## config.mk

```make
export PLATFORM = sky130hd
export DESIGN_NAME = ttc_ctrl
export DESIGN_NICKNAME = d
export VERILOG_FILES = /design/src/rtl/ttc_pkg.sv /design/src/rtl/ttc_ctrl.sv
export SDC_FILE = /design/constraint.sdc
export NUM_CORES = 1
export LEC_CHECK = 0
export ABC_AREA = 1
export BUFFER_PORTS_ARGS = -buffer_cell sky130_fd_sc_hd__buf_4
export CORE_MARGIN = 3
export CORE_UTILIZATION = 23
export CTS_CLUSTER_DIAMETER = 80
export DETAILED_ROUTE_END_ITERATION = 6
export PLACE_DENSITY = 0.51
export SYNTH_ARGS = -nofsm -noshare
export SYNTH_HDL_FRONTEND = slang
export SYNTH_SLANG_ARGS = --single-unit
```

## constraint.sdc

```tcl
create_clock -name clk -period 3.7 [get_ports clk]
set_input_delay 0.925 -clock clk [delete_from_list [all_inputs] [get_ports clk]]
set_output_delay 0.925 -clock clk [all_outputs]
set_load 0.005 [all_outputs]
```

## src/rtl/ttc_pkg.sv

```systemverilog
package ttc_pkg;

  localparam int COORD_BITS    = 32;
  localparam int FRACTION_BITS = 16;
  localparam int CW            = (COORD_BITS < 32) ? COORD_BITS : 32;
  localparam int FIELD_W       = 32;
  localparam int DW            = CW + 1;
  localparam int PW            = 2 * DW;
  localparam int AW            = PW + 1;
  localparam int DIV_CNT_W     = $clog2(CW);
  localparam int MUL_STEPS     = 8;
  localparam int MUL_SEL_W     = $clog2(MUL_STEPS);
  localparam int MUL_CNT_W     = MUL_SEL_W + 1;

  typedef struct packed {
    logic                 latch_a;
    logic                 latch_b;
    logic                 latch_c;
    logic                 load_delta;
    logic                 mul_en;
    logic [MUL_SEL_W-1:0] mul_sel;
    logic                 acc_en;
    logic [MUL_SEL_W-1:0] acc_sel;
    logic                 prep;
    logic                 div_init;
    logic                 div_step;
    logic                 load_out;
  } cmd_t;

  function automatic logic [AW-1:0] mag(input logic signed [AW-1:0] x);
    return x[AW-1] ? AW'(-x) : AW'(x);
  endfunction

endpackage

```

## src/rtl/ttc_ctrl.sv

```systemverilog
module ttc_ctrl (
  input  logic         clk,
  input  logic         rst,
  input  logic         in_valid,
  output logic         in_ready,
  output logic         out_valid,
  input  logic         out_ready,
  output ttc_pkg::cmd_t cmd
);
  import ttc_pkg::*;

  typedef enum logic [6:0] {
    S_IDLE  = 7'b0000001,
    S_DELTA = 7'b0000010,
    S_MUL   = 7'b0000100,
    S_PREP  = 7'b0001000,
    S_INIT  = 7'b0010000,
    S_DIV   = 7'b0100000,
    S_WRITE = 7'b1000000
  } state_t;

  state_t               state, state_next;
  logic [1:0]           corner_cnt, corner_cnt_next;
  logic [MUL_CNT_W-1:0] mul_cnt, mul_cnt_next;
  logic [DIV_CNT_W-1:0] div_cnt, div_cnt_next;
  logic                 out_valid_next;
  logic                 accept;
  logic                 out_free;

  assign in_ready = (state == S_IDLE);
  assign accept   = in_valid && in_ready;
  assign out_free = !out_valid || out_ready;

  always_comb begin
    state_next      = state;
    corner_cnt_next = corner_cnt;
    mul_cnt_next    = mul_cnt;
    div_cnt_next    = div_cnt;
    out_valid_next  = out_valid && !out_ready;
    cmd             = '0;
    case (state)
      S_IDLE: begin
        if (accept) begin
          case (corner_cnt)
            2'd1: begin
              cmd.latch_b     = 1'b1;
              corner_cnt_next = 2'd2;
            end
            2'd2: begin
              cmd.latch_c     = 1'b1;
              corner_cnt_next = 2'd0;
              state_next      = S_DELTA;
            end
            default: begin
              cmd.latch_a     = 1'b1;
              corner_cnt_next = 2'd1;
            end
          endcase
        end
      end
      S_DELTA: begin
        cmd.load_delta = 1'b1;
        mul_cnt_next   = '0;
        state_next     = S_MUL;
      end
      S_MUL: begin
        cmd.mul_en  = (mul_cnt < MUL_CNT_W'(MUL_STEPS));
        cmd.mul_sel = mul_cnt[MUL_SEL_W-1:0];
        cmd.acc_en  = (mul_cnt != '0);
        cmd.acc_sel = MUL_SEL_W'(mul_cnt - MUL_CNT_W'(1));
        mul_cnt_next = mul_cnt + MUL_CNT_W'(1);
        if (mul_cnt == MUL_CNT_W'(MUL_STEPS)) begin
          state_next = S_PREP;
        end
      end
      S_PREP: begin
        cmd.prep   = 1'b1;
        state_next = S_INIT;
      end
      S_INIT: begin
        cmd.div_init = 1'b1;
        div_cnt_next = DIV_CNT_W'(CW - 1);
        state_next   = S_DIV;
      end
      S_DIV: begin
        cmd.div_step = 1'b1;
        div_cnt_next = div_cnt - DIV_CNT_W'(1);
        if (div_cnt == '0) begin
          state_next = S_WRITE;
        end
      end
      S_WRITE: begin
        if (out_free) begin
          cmd.load_out   = 1'b1;
          out_valid_next = 1'b1;
          state_next     = S_IDLE;
        end
      end
      default: begin
        state_next = S_IDLE;
      end
    endcase
  end

  always_ff @(posedge clk) begin
    if (rst) begin
      state      <= S_IDLE;
      corner_cnt <= 2'd0;
      mul_cnt    <= '0;
      div_cnt    <= '0;
      out_valid  <= 1'b0;
    end else begin
      state      <= state_next;
      corner_cnt <= corner_cnt_next;
      mul_cnt    <= mul_cnt_next;
      div_cnt    <= div_cnt_next;
      out_valid  <= out_valid_next;
    end
  end

endmodule

```

---- Word-level counts from Yosys, hierarchy flattened ----
Index checks and enable logic that the tools add are counted.
operators by class
  $add $sub $neg .......................... 3
  magnitude comparators ................... 1
  reduce and logical (&&, ||, !) cells .... 12
  muxes and demuxes ....................... 23
  equal/unequal tests ..................... 15
operators with widths
  cell                   count
  $pmux W7 S7            1
  $mux W7                5
  $mux W1                11
  $pmux W5 S2            1
  $mux W8                1
  $pmux W4 S2            1
  $eq A7 B1 Y1 const B   1
  $eq A7 B2 Y1 const B   1
  $eq A7 B3 Y1 const B   1
  $eq A7 B4 Y1 const B   1
  $eq A7 B5 Y1 const B   1
  $eq A7 B6 Y1 const B   1
  $eq A7 B7 Y1 const B   1
  $mux W3                2
  $ne A2 B2 Y1 const B   3
  $logic_not A5 Y1       1
  $reduce_and A5 Y1      1
  $sub A5 B1 Y5 const B  1
  $add A4 B1 Y4 const B  1
  $eq A4 B4 Y1 const B   1
  $lt A4 B4 Y1 const B   1
  $ne A2 B1 Y1 const B   2
  $pmux W2 S2            1
  $reduce_bool A2 Y1     2
  other kinds (9)        11
storage, ports and cells
  register bits ........................... 19

---- Logic depth before layout (Yosys ltp) ----
Gate-level depths: netlist of the first run.
  depth after elaboration ................. 5
  gate-level depth with buffers ........... 10
  mapped depth without buffers ............ 10

---- Worst setup path after synthesis of the first run ----
No wires, ideal clock.
  path kind ............................... in2out
  from .................................... input port out_ready
  to ...................................... output port cmd[0] (netlist name)
  arrival time ............................ 1.139 ns
  path slack .............................. 1.636 ns
  cell stages on the path ................. 2
  path buffers ............................ 0
  required time ........................... 2.775 ns
  cell sequence ........................... nor2_1 > nor2_1
RTL lines
  what         RTL line       RTL
  from (decl)  ttc_ctrl.sv:7  input logic out_ready,
  to (decl)    ttc_ctrl.sv:8  output ttc_pkg::cmd_t cmd

==> metrics.md, run 1 <==
| Metric | Value |
|---|---|
| Status | completed |
| Mapped Nets | between 150 and 200 |
| Internal | 396 uW |
| Clk sinks | 19 |
| Residual DRC count | 0 |
| H-tree lvl count | 1 |
| Clock insertion delay at the later pin of the skew report | 260 ps |
| Crit path kind | reg -> out |
| Initial Utilization | 24.0% |
| Final min period | 2480 ps |
| Crit Path Max Fanout | 4 |
| Crit end category | primary output |
| Number of global-route vias before repair | about 880 |
| Antenna violations before repair | 0 |
| Slew Viols, Final | 0 |
| Number of DRC markers in iteration 0 | 50 |
| Worst slew margin | between 80% and 90% |
| Router iterations before antenna repair | 4 |
| Sequential-to-total area share from yosys stat | between 30% and 40% |
| Setup WS pre-CTS | 1350 ps |
| Die Width | 76.7 um |
| Hold Path Class | reg -> reg |
| Cts repair resizes | 0 |
| Total global routing track utilization | 8.12% |
| Die area | a little under 6000 um2 |
| Peak VDD IR | 0.293 mV |
| Pwr per Cell Area | 453 nW/um2 |
| Gate Count Post-Synth | 160 |
| Number of antenna repair diodes | 0 |
| Port Buffers | 21 |
| Core Area | between 4000 and 5000 um2 |
| Root buf cell | clkbuf_8 |
| Setup_tns | 0 ps |
| Layout area overhead | 23.0% |
| Crit-path cells | inv_1 > ha_1 > or2_2 > a21oi_1 > buf_4 |
| Clock network fraction of design power | 22.8% |
| DRT Wirelength | 2340 um |
| Ys Warns | 0 |
| Combinational share of power | 39.8% |
| Least-Margin Pin Slew | 291 ps |
| Final WS setup | between 1000 and 1500 ps |
| Maxcap violations | 0 |
| Setup violators final | 0 |
| Switching Fraction | about two fifths |
| Post-route cell area | around 1400 um2 |
| CP max stage delay | 380 ps |
| First-pass GRT wire length | about 4000 um |
| Final worst path period share | about two thirds |
| Max frequency | slightly above 0.4 GHz |
| Largest net degree at the start of global routing | 14 |
| Final-layout fill cell count | roughly 530 |
| Routed Antenna Nets | 0 |
| RSZ-0062 raised after global routing | false |
| CP Launch Type | register |
| Vias | between 900 and 1,000 |
| WP data arrival | 1560 ps |
| WL/cell | 9.41 um |
| Post-CTS Setup Bufs | 0 |
| Clock Skews | 5.25 ps |
| Num rows | 25 |
| NetSw | about 240 uW |
| Leakage Power | 0.664 nW |
| Clock buffer depth | 2 |
| HPWL after detailed placement | 1820 um |
| Critical Path RT | around 2800 ps |
| Grt ovf | 0 |
| Post-synthesis instance area | 1150 um2 |
| Flops & latches, synth | 19 |
| Count of cell types in the netlist | 29 |
| CTS hold repair buffers | 0 |
| Clock-pin slew on the worst setup and hold paths | around 70 ps |
| Layout Nets | between 150 and 200 |
| TritonCTS clock tree | done |
| Vias per cell | 3.95 |
| CTS Buf Count | 3 |
| Fraction of layout instances using a drive strength above 1 | a little over a quarter |
| Crit-path slowest cell | dfxtp_1 |
| Register share of total power | roughly 37% |
| Gpl congestion | around 0.75 |
| Final hold violation count | 0 |
| Io pins | 22 |
| Syn Area/Cell | 7.19 um2 |
| Post-Layout Cell Count | approximately 250 |
| DP Area | 1370 um2 |
| Height of the die | ~77 um |
| Placed cells | 245 |
[cell families after synthesis]
| kind of cell | after synthesis | share of synthesized area (%) |
|---|---|---|
| simple gates | 78 | 36.2 |
| buf+inv | 33 | 11.8 |
| compound gates | 23 | 11.6 |
| flops | 19 | 33.1 |
| fa+ha+maj | 6 | 6.53 |
| xor+xnor | 1 | 0.762 |
[power groups by stage]
stage                     Combinational, mW  Sequential [mW]  Clock, mW
after floorplan                       0.189            0.242          0
after global placement                0.259            0.244          0
after detailed placement              0.254            0.244          0
after CTS                             0.256            0.240      0.155
after global routing                  0.287            0.242      0.162
final                                 0.255            0.239      0.146
[metal layers]
layer / vias up / track usage, % / wire length, um
li1: 550 / - / -
met1: 415 / 11.0 / 1210
met2: 15 / 12.4 / 986
met3: 4 / 2.93 / 122
met4: 0 / 1.63 / 20
met5: - / 0 / 0
[cells in the mapped netlist]
master    instances  share of area [%]
inv_1            24                7.8
nand2_1          24                7.8
dfxtp_1          19                 33
nor2_1           19                6.2
a21oi_1          12                5.2
nand3_1           9                3.9
ha_1              6                6.5
inv_2             6                2.0
nor3_1            6                2.6
nand2_2           4                2.2
o21ai_1           4                1.7
nor2_2            3                1.6
nor2_4            3                2.9
o21ai_0           3                1.3
a211oi_2          2                2.2
nand4_1           2                1.1
or2_2             2                1.1
a21boi_1          1               0.65
a31oi_1           1               0.54
buf_4             1               0.65
buf_6             1               0.98
clkbuf_1          1               0.33
nand2_4           1               0.98
nand3_2           1               0.87
nor2_8            1                1.7
nor3_4            1                1.4
nor3b_1           1               0.65
nor4_2            1                1.1
xor2_1            1               0.76
[flip-flops by register name (all words and copies together), names as in the netlist]
| register | count |
|---|---|
| div_cnt | 5 |
| state | 7 |
| corner_cnt | 2 |
| mul_cnt | 4 |
| out_valid | 1 |
[final timing paths]
kind	start	endpoint	slack, ps	cells past startpoint
max reg2reg	state[6]	mul_cnt[3]	2310	8
min reg2reg	div_cnt[1]	div_cnt[1]	490	2
max	mul_cnt[0]	cmd[6]	1220	5
min	div_cnt[1]	div_cnt[1]	490	2
[metrics by stage]
| stage | hold WS (ps) | power [mW] | util [%] |
|---|---|---|---|
| finish | 485 | 0.640 | 29.5 |
| detailed placement | 478 | 0.498 | 28.6 |
| floorplan | 454 | 0.430 | - |
| global route | 526 | 0.692 | 29.5 |
| global placement | 473 | 0.503 | 28.6 |
| CTS | 489 | 0.651 | 29.5 |
[final cells by class]
cell class / instances / area [um2] / area share [%]
sequential: 19 / 380 / 26.9
tap: 67 / 83.8 / 5.93
clock buffer: 4 / 45.0 / 3.19
inverter: 30 / 113 / 7.96
timing repair buffer: 21 / 158 / 11.2
multi-input combinational: 108 / 634 / 44.9
[worst max-delay path, delay by kind of cell (launching register included)]
family	cells	cell delay [ps]
flip-flops	1	380
AND/OR/NAND/NOR	1	300
adder cells (fa/ha/maj)	1	250
buffers and inverters	2	220
AO/OA/AOI/OAI	1	150
[cells in the final DEF (no fill, tap or decap)]
cell type | netlist | layout
inv_1 | 24 | 24
nand2_1 | 24 | 24
buf_4 | 1 | 21
nor2_1 | 19 | 19
dfxtp_1 | 19 | 19
a21oi_1 | 12 | 12
nand3_1 | 9 | 9
inv_2 | 6 | 6
nor3_1 | 6 | 6
ha_1 | 6 | 6
nand2_2 | 4 | 4
o21ai_1 | 4 | 4
nor2_2 | 3 | 3
nor2_4 | 3 | 3
o21ai_0 | 3 | 3
clkbuf_8 | 0 | 3
nand4_1 | 2 | 2
or2_2 | 2 | 2
a211oi_2 | 2 | 2
nand2_4 | 1 | 1
nor3_4 | 1 | 1
nand3_2 | 1 | 1
nor2_8 | 1 | 1
a31oi_1 | 1 | 1
nor3b_1 | 1 | 1
xor2_1 | 1 | 1
a21boi_1 | 1 | 1
nor4_2 | 1 | 1
clkbuf_1 | 1 | 1
(Power assumes the default switching activity.)
==> inputs of run 2 (changes only) <==
- clock period: 3.7 -> 2.45 ns (I/O delays scaled with it)
==> run 2 against run 1 <==
  * Die area stayed put
  * Count of clock-buffer cells in the layout stayed put
  * Final cell count stayed put
  * Highest routed layer unchanged
  * First-iteration DRC count is 2.0% higher
  * Hold slack worse by 2.3 ps
  * Largest cell class unchanged
  * Critical path depth stayed put
  * Critical path type unchanged
  * Clock power is 51% higher
==> metrics.md, run 2 (synthesis gave the netlist of run 1 again) <==
| Metric | Value |
|---|---|
| Critical Path RT | 1840 ps |
| Crit-path cells | inv_1 > ha_1 > or2_2 > a21oi_1 > buf_4 |
| Core Area | 4790 um2 |
| Largest regs | state x7, div_cnt x5, mul_cnt x4 |
| TritonCTS clock tree | done |
| Status | completed |
| Clock insertion delay at the later pin of the skew report | 250 ps |
| Router iterations before antenna repair | 4 |
| Total global routing track utilization | approximately 8.3% |
| WL/cell | 9.59 um |
| FF-to-FF Start | state[6] |
| Vias | 1,002 |
| Grt ovf | 0 |
| HPWL after detailed placement | 1860 um |
| Crit-path slowest cell | dfxtp_1 |
| DRT Wirelength | 2390 um |
| Layout Nets | 193 |
| Number of antenna repair diodes | 0 |
| First-pass GRT wire length | 4020 um |
| H-tree lvl count | 1 |
| Vias per cell | roughly 4.0 |
| Clock Skews | 4.66 ps |
| Die area | 5880 um2 |
| CTS Buf Count | 3 |
| Commonest non-fill, non-tap cells in the layout | inv_1, nand2_1, buf_4, nor2_1, dfxtp_1 |
| Least-Margin Pin Slew | 267 ps |
| Number of global-route vias before repair | 878 |
| Final worst path period share | 88.3% |
| Worst Path Buf+Inv | 2 |
| Setup_tns | 0 ps |
| Clk sinks | 19 |
| Leakage Power | 0.664 nW |
| Post-CTS Setup Bufs | 0 |
| Antenna violations before repair | 0 |
| Max frequency | 0.462 GHz |
| Worst slew margin | 82.2% |
| Largest register FFs | 7 |
| FF-to-FF setup slack | 1050 ps |
| Smallest hold slack | 483 ps |
| Setup violators final | 0 |
| Routed Antenna Nets | 0 |
| Crit end category | primary output |
| Largest net degree at the start of global routing | 14 |
| Height of the die | 76.7 um |
| Io pins | 22 |
| Worst path top cell family by delay | flip-flops |
| DP Area | 1370 um2 |
| Post-route cell area | between 1000 and 1500 um2 |
| Hold worst-path end | div_cnt[1] |
| Final hold violation count | 0 |
| Root buf cell | clkbuf_8 |
| FF-to-FF End | mul_cnt[3] |
| Hold Path Class | reg -> reg |
| Port Buffers | 21 |
| Clock-pin slew on the worst setup and hold paths | 70 ps |
| RSZ-0062 raised after global routing | false |
| Num rows | 25 |
| Clock buffer depth | 2 |
| Crit path kind | reg -> out |
| CP max stage delay | approximately 380 ps |
| Crit Path Max Fanout | 4 |
| WP data arrival | 1550 ps |
| CTS hold repair buffers | 0 |
| CP Launch Type | register |
| Reg with most FFs | state |
| Maxcap violations | 0 |
| Peak VDD IR | 0.378 mV |
| Layout area overhead | 23.0% |
| Pwr per Cell Area | 682 nW/um2 |
| Number of DRC markers in iteration 0 | 51 |
| Die Width | 76.7 um |
| Final min period | 2160 ps |
| Gpl congestion | a little under 0.8 |
| Slew Viols, Final | 0 |
| Residual DRC count | 0 |
| Fraction of layout instances using a drive strength above 1 | ~27% |
| Worst Reg-to-Reg Cells | 8 |
| Hold Crit Depth | 2 |
| Initial Utilization | 24.0% |
| Cts repair resizes | 0 |
| Worst hold start | div_cnt[1] |
run 2: cell counts in the layout (fill, tap and decap cells not counted):
No cell type changed its count.
run 2: worst min-delay path, delay by kind of cell (launching register included):
kind / cells / cell delay [ps]
flip-flops: 1 / 300
buffers and inverters: 1 / 80
AO/OA/AOI/OAI: 1 / 60
run 2: how the worst max path moves through the flow:
| stage | start | to | slack [ps] | cells after the start |
|---|---|---|---|---|
| 2_1_floorplan | mul_cnt[0] | cmd[6] | 750 | 4 |
| 3_3_place_gp | mul_cnt[0] | cmd[6] | 600 | 5 |
| 3_5_place_dp | mul_cnt[0] | cmd[6] | 570 | 5 |
| 4_1_cts | mul_cnt[0] | cmd[6] | 280 | 5 |
| 5_1_grt | mul_cnt[0] | cmd[6] | 200 | 5 |
| 6_report | mul_cnt[0] | cmd[6] | 290 | 5 |
run 2: power breakdown:
part	switching [mW]	internal, mW	total [mW]
logic	0.240	0.143	0.383
registers	0.0215	0.340	0.362
clock network	0.104	0.116	0.220
run 2: stage by stage:
stage	util, %	setup slack (ps)	cells	power, mW
finish	29.5	287	249	0.964
global route	29.5	205	249	1.05
CTS	29.5	277	249	0.980
detailed placement	28.6	571	245	0.754
global placement	28.6	604	245	0.755
floorplan	-	749	160	0.650
run 2: final cells by class:
cell class | instances | area [um2]
Clock buffer | 4 | 45.0
Tap cell | 67 | 83.8
Inverter | 30 | 113
Multi-Input combinational cell | 108 | 634
Fill cell | 535 | 3370
Timing Repair Buffer | 21 | 158
Sequential cell | 19 | 380
run 2: routing by layer:
layer	share of wire, %	GRT usage (%)
met4	0.63	1.09
met3	4.8	3.17
met5	0	0
met1	50	11.1
met2	45	13.0
==> inputs of run 3 (changes only) <==
- PLACE_DENSITY: 0.51 -> 0.52
- clock period: 2.45 -> 1.91 ns (I/O delays scaled with it)
==> run 3 against run 2 <==
  * Global-route usage increased by 0.22 points
  * Final cell count increased by 2.8%
  * Via count increased by 4.3%
  * Critical endpoint is now cmd[14]
  * Largest cell class unchanged
  * Largest power group unchanged
  * Highest routed layer unchanged
==> metrics.md, run 3 (synthesis gave the netlist of run 1 again) <==
| Metric | Value |
|---|---|
| Status | completed |
| Critical Path RT | 1430 ps |
| Register share of total power | roughly a third |
| Num rows | 25 |
| Final Util | 31.8% |
| Port Buffers | 21 |
| Clk sinks | 19 |
| Router iterations before antenna repair | 4 |
| Largest regs | state x7, div_cnt x5, mul_cnt x4 |
| Layout area overhead | 32.4% |
| CP Launch Type | register |
| Hold Path Class | reg -> reg |
| Switching Fraction | 38.7% |
| Largest register FFs | 7 |
| Worst slew margin | 81.8% |
| NetSw | 543 uW |
| RSZ-0062 raised after global routing | true |
| Number of DRC markers in iteration 0 | 63 |
| Commonest non-fill, non-tap cells in the layout | buf_4, nand2_1, inv_1, nor2_1, dfxtp_1 |
| Internal | around 860 uW |
| HPWL after detailed placement | 1850 um |
| Clock insertion delay at the later pin of the skew report | 260 ps |
| Fraction of layout instances using a drive strength above 1 | 36.5% |
| Setup violators final | 0 |
| Routed Antenna Nets | 0 |
| Slew Viols, Final | 0 |
| Root buf cell | clkbuf_8 |
| Antenna violations before repair | 0 |
| Least-Margin Pin Slew | 271 ps |
| Total global routing track utilization | 8.53% |
| DRT Wirelength | 2560 um |
| Crit path kind | reg -> out |
| Residual DRC count | 0 |
| Crit Path Max Fanout | 4 |
| Crit-path cells | nor2_4 > inv_2 > nor2_4 > nand2_2 > inv_2 > nand2_4 > nor2_4 > buf_6 |
| Final hold violation count | 0 |
| FF-to-FF setup slack | 520 ps |
| Maxcap violations | 0 |
| Crit end category | primary output |
| Placed cells | 246 |
| Leakage Power | 0.707 nW |
| Core Area | 4790 um2 |
| Layout Nets | 200 |
| Clock-pin slew on the worst setup and hold paths | 70 ps |
| Post-Layout Cell Count | 256 |
| Number of global-route vias before repair | 914 |
| H-tree lvl count | 1 |
| Grt ovf | 0 |
| Final min period | 1870 ps |
| Total chip power | 1.40 mW |
| Clock network fraction of design power | 20.4% |
| Final worst path period share | 98.1% |
| Die Width | 76.7 um |
| Number of antenna repair diodes | 0 |
| Peak VDD IR | 0.805 mV |
| Gpl congestion | about 0.73 |
| Io pins | 22 |
| CTS Buf Count | 3 |
| Height of the die | 76.7 um |
| Commonest non-fill, non-tap cell in the layout | buf_4 |
| WL/cell | between 9 and 10 um |
| Clock Skews | around 4.5 ps |
| Worst Path Buf+Inv | 3 |
| Worst path top cell family by delay | simple AND/OR/NAND/NOR gates |
| Crit-path slowest cell | dfxtp_2 |
| Most used cell along the critical path | nor2_4 |
| Initial Utilization | between 20% and 30% |
| WP data arrival | 1400 ps |
| Reg with most FFs | state |
| Die area | 5880 um2 |
| First-pass GRT wire length | 4170 um |
| Pwr per Cell Area | 922 nW/um2 |
| Max frequency | about 0.53 GHz |
| Combinational share of power | 46.6% |
| Clock buffer depth | 2 |
| Largest net degree at the start of global routing | 14 |
| CP max stage delay | 350 ps |
| Vias | 1,045 |
| Vias per cell | 4.08 |
| TritonCTS clock tree | done |
## run 3: changes by cell type in the layout (fill, tap and decap cells not counted), moves of 2 or more
cell,delta
buf_4,+6
dfxtp_1,-3
dfxtp_2,+3
inv_1,-3
inv_2,+3
nor2_1,-3
nand2_1,-2
nand2_4,+2
nor2_4,+2
## run 3: final cells by class
class                      instances  area (um2)
sequential                        19         384
timing repair buffer              28         214
tap                               67        83.8
multi-input combinational        108         683
inverter                          30         113
clock buffer                       4        45.0
fill                             495        3260
## run 3: timing repair
item                                    4_1_cts  5_1_grt
pin swaps                                     3        6
hold buffers                                  0        0
endpoints found under the setup margin        5        8
resized for setup                             8       11
buffers inserted                              3        3
## run 3: worst paths after layout
kind                                 start    endpoint  cells past startpoint
worst min register to register  div_cnt[4]  div_cnt[4]                      2
worst max register to register    state[6]  mul_cnt[2]                      8
worst max-delay path              state[2]     cmd[14]                      8
worst min-delay path            div_cnt[4]  div_cnt[4]                      2
## run 3: power by group through the flow
stage	Combinational (mW)	Sequential, mW	Clock [mW]
after floorplan	0.365	0.468	0
after global placement	0.496	0.473	0
after detailed placement	0.494	0.472	0
after CTS	0.586	0.463	0.292
after global routing	0.731	0.468	0.307
final	0.654	0.463	0.286
## run 3: worst reg2reg max path, cell delays in order (launching register included)
cell     delay (ps)
dfxtp_1         310
inv_2            90
nand2_2         100
nor2_4          160
buf_4           150
nand4_1         100
buf_4           170
nand2_1         120
nor3b_1          70
## run 3: routing by layer
layer,wire length (um),track usage (%),vias up
li1,-,-,564
met5,0,0,-
met1,1240,11.9,455
met3,161,2.70,2
met4,15,1.63,0
met2,1150,12.9,24
## run 3: per-stage QoR
| step | TNS, ps | hold slack (ps) | cell area [um2] | setup WS [ps] |
|---|---|---|---|---|
| after detailed placement | 0 | 480 | 1380 | 179 |
| after global placement | 0 | 472 | 1380 | 174 |
| final | 0 | 488 | 1520 | 37.2 |
| after CTS | -1.19 | 490 | 1460 | -1.19 |
| after global routing | -162 | 508 | 1520 | -50.8 |
| after floorplan | 0 | 454 | 1150 | 344 |
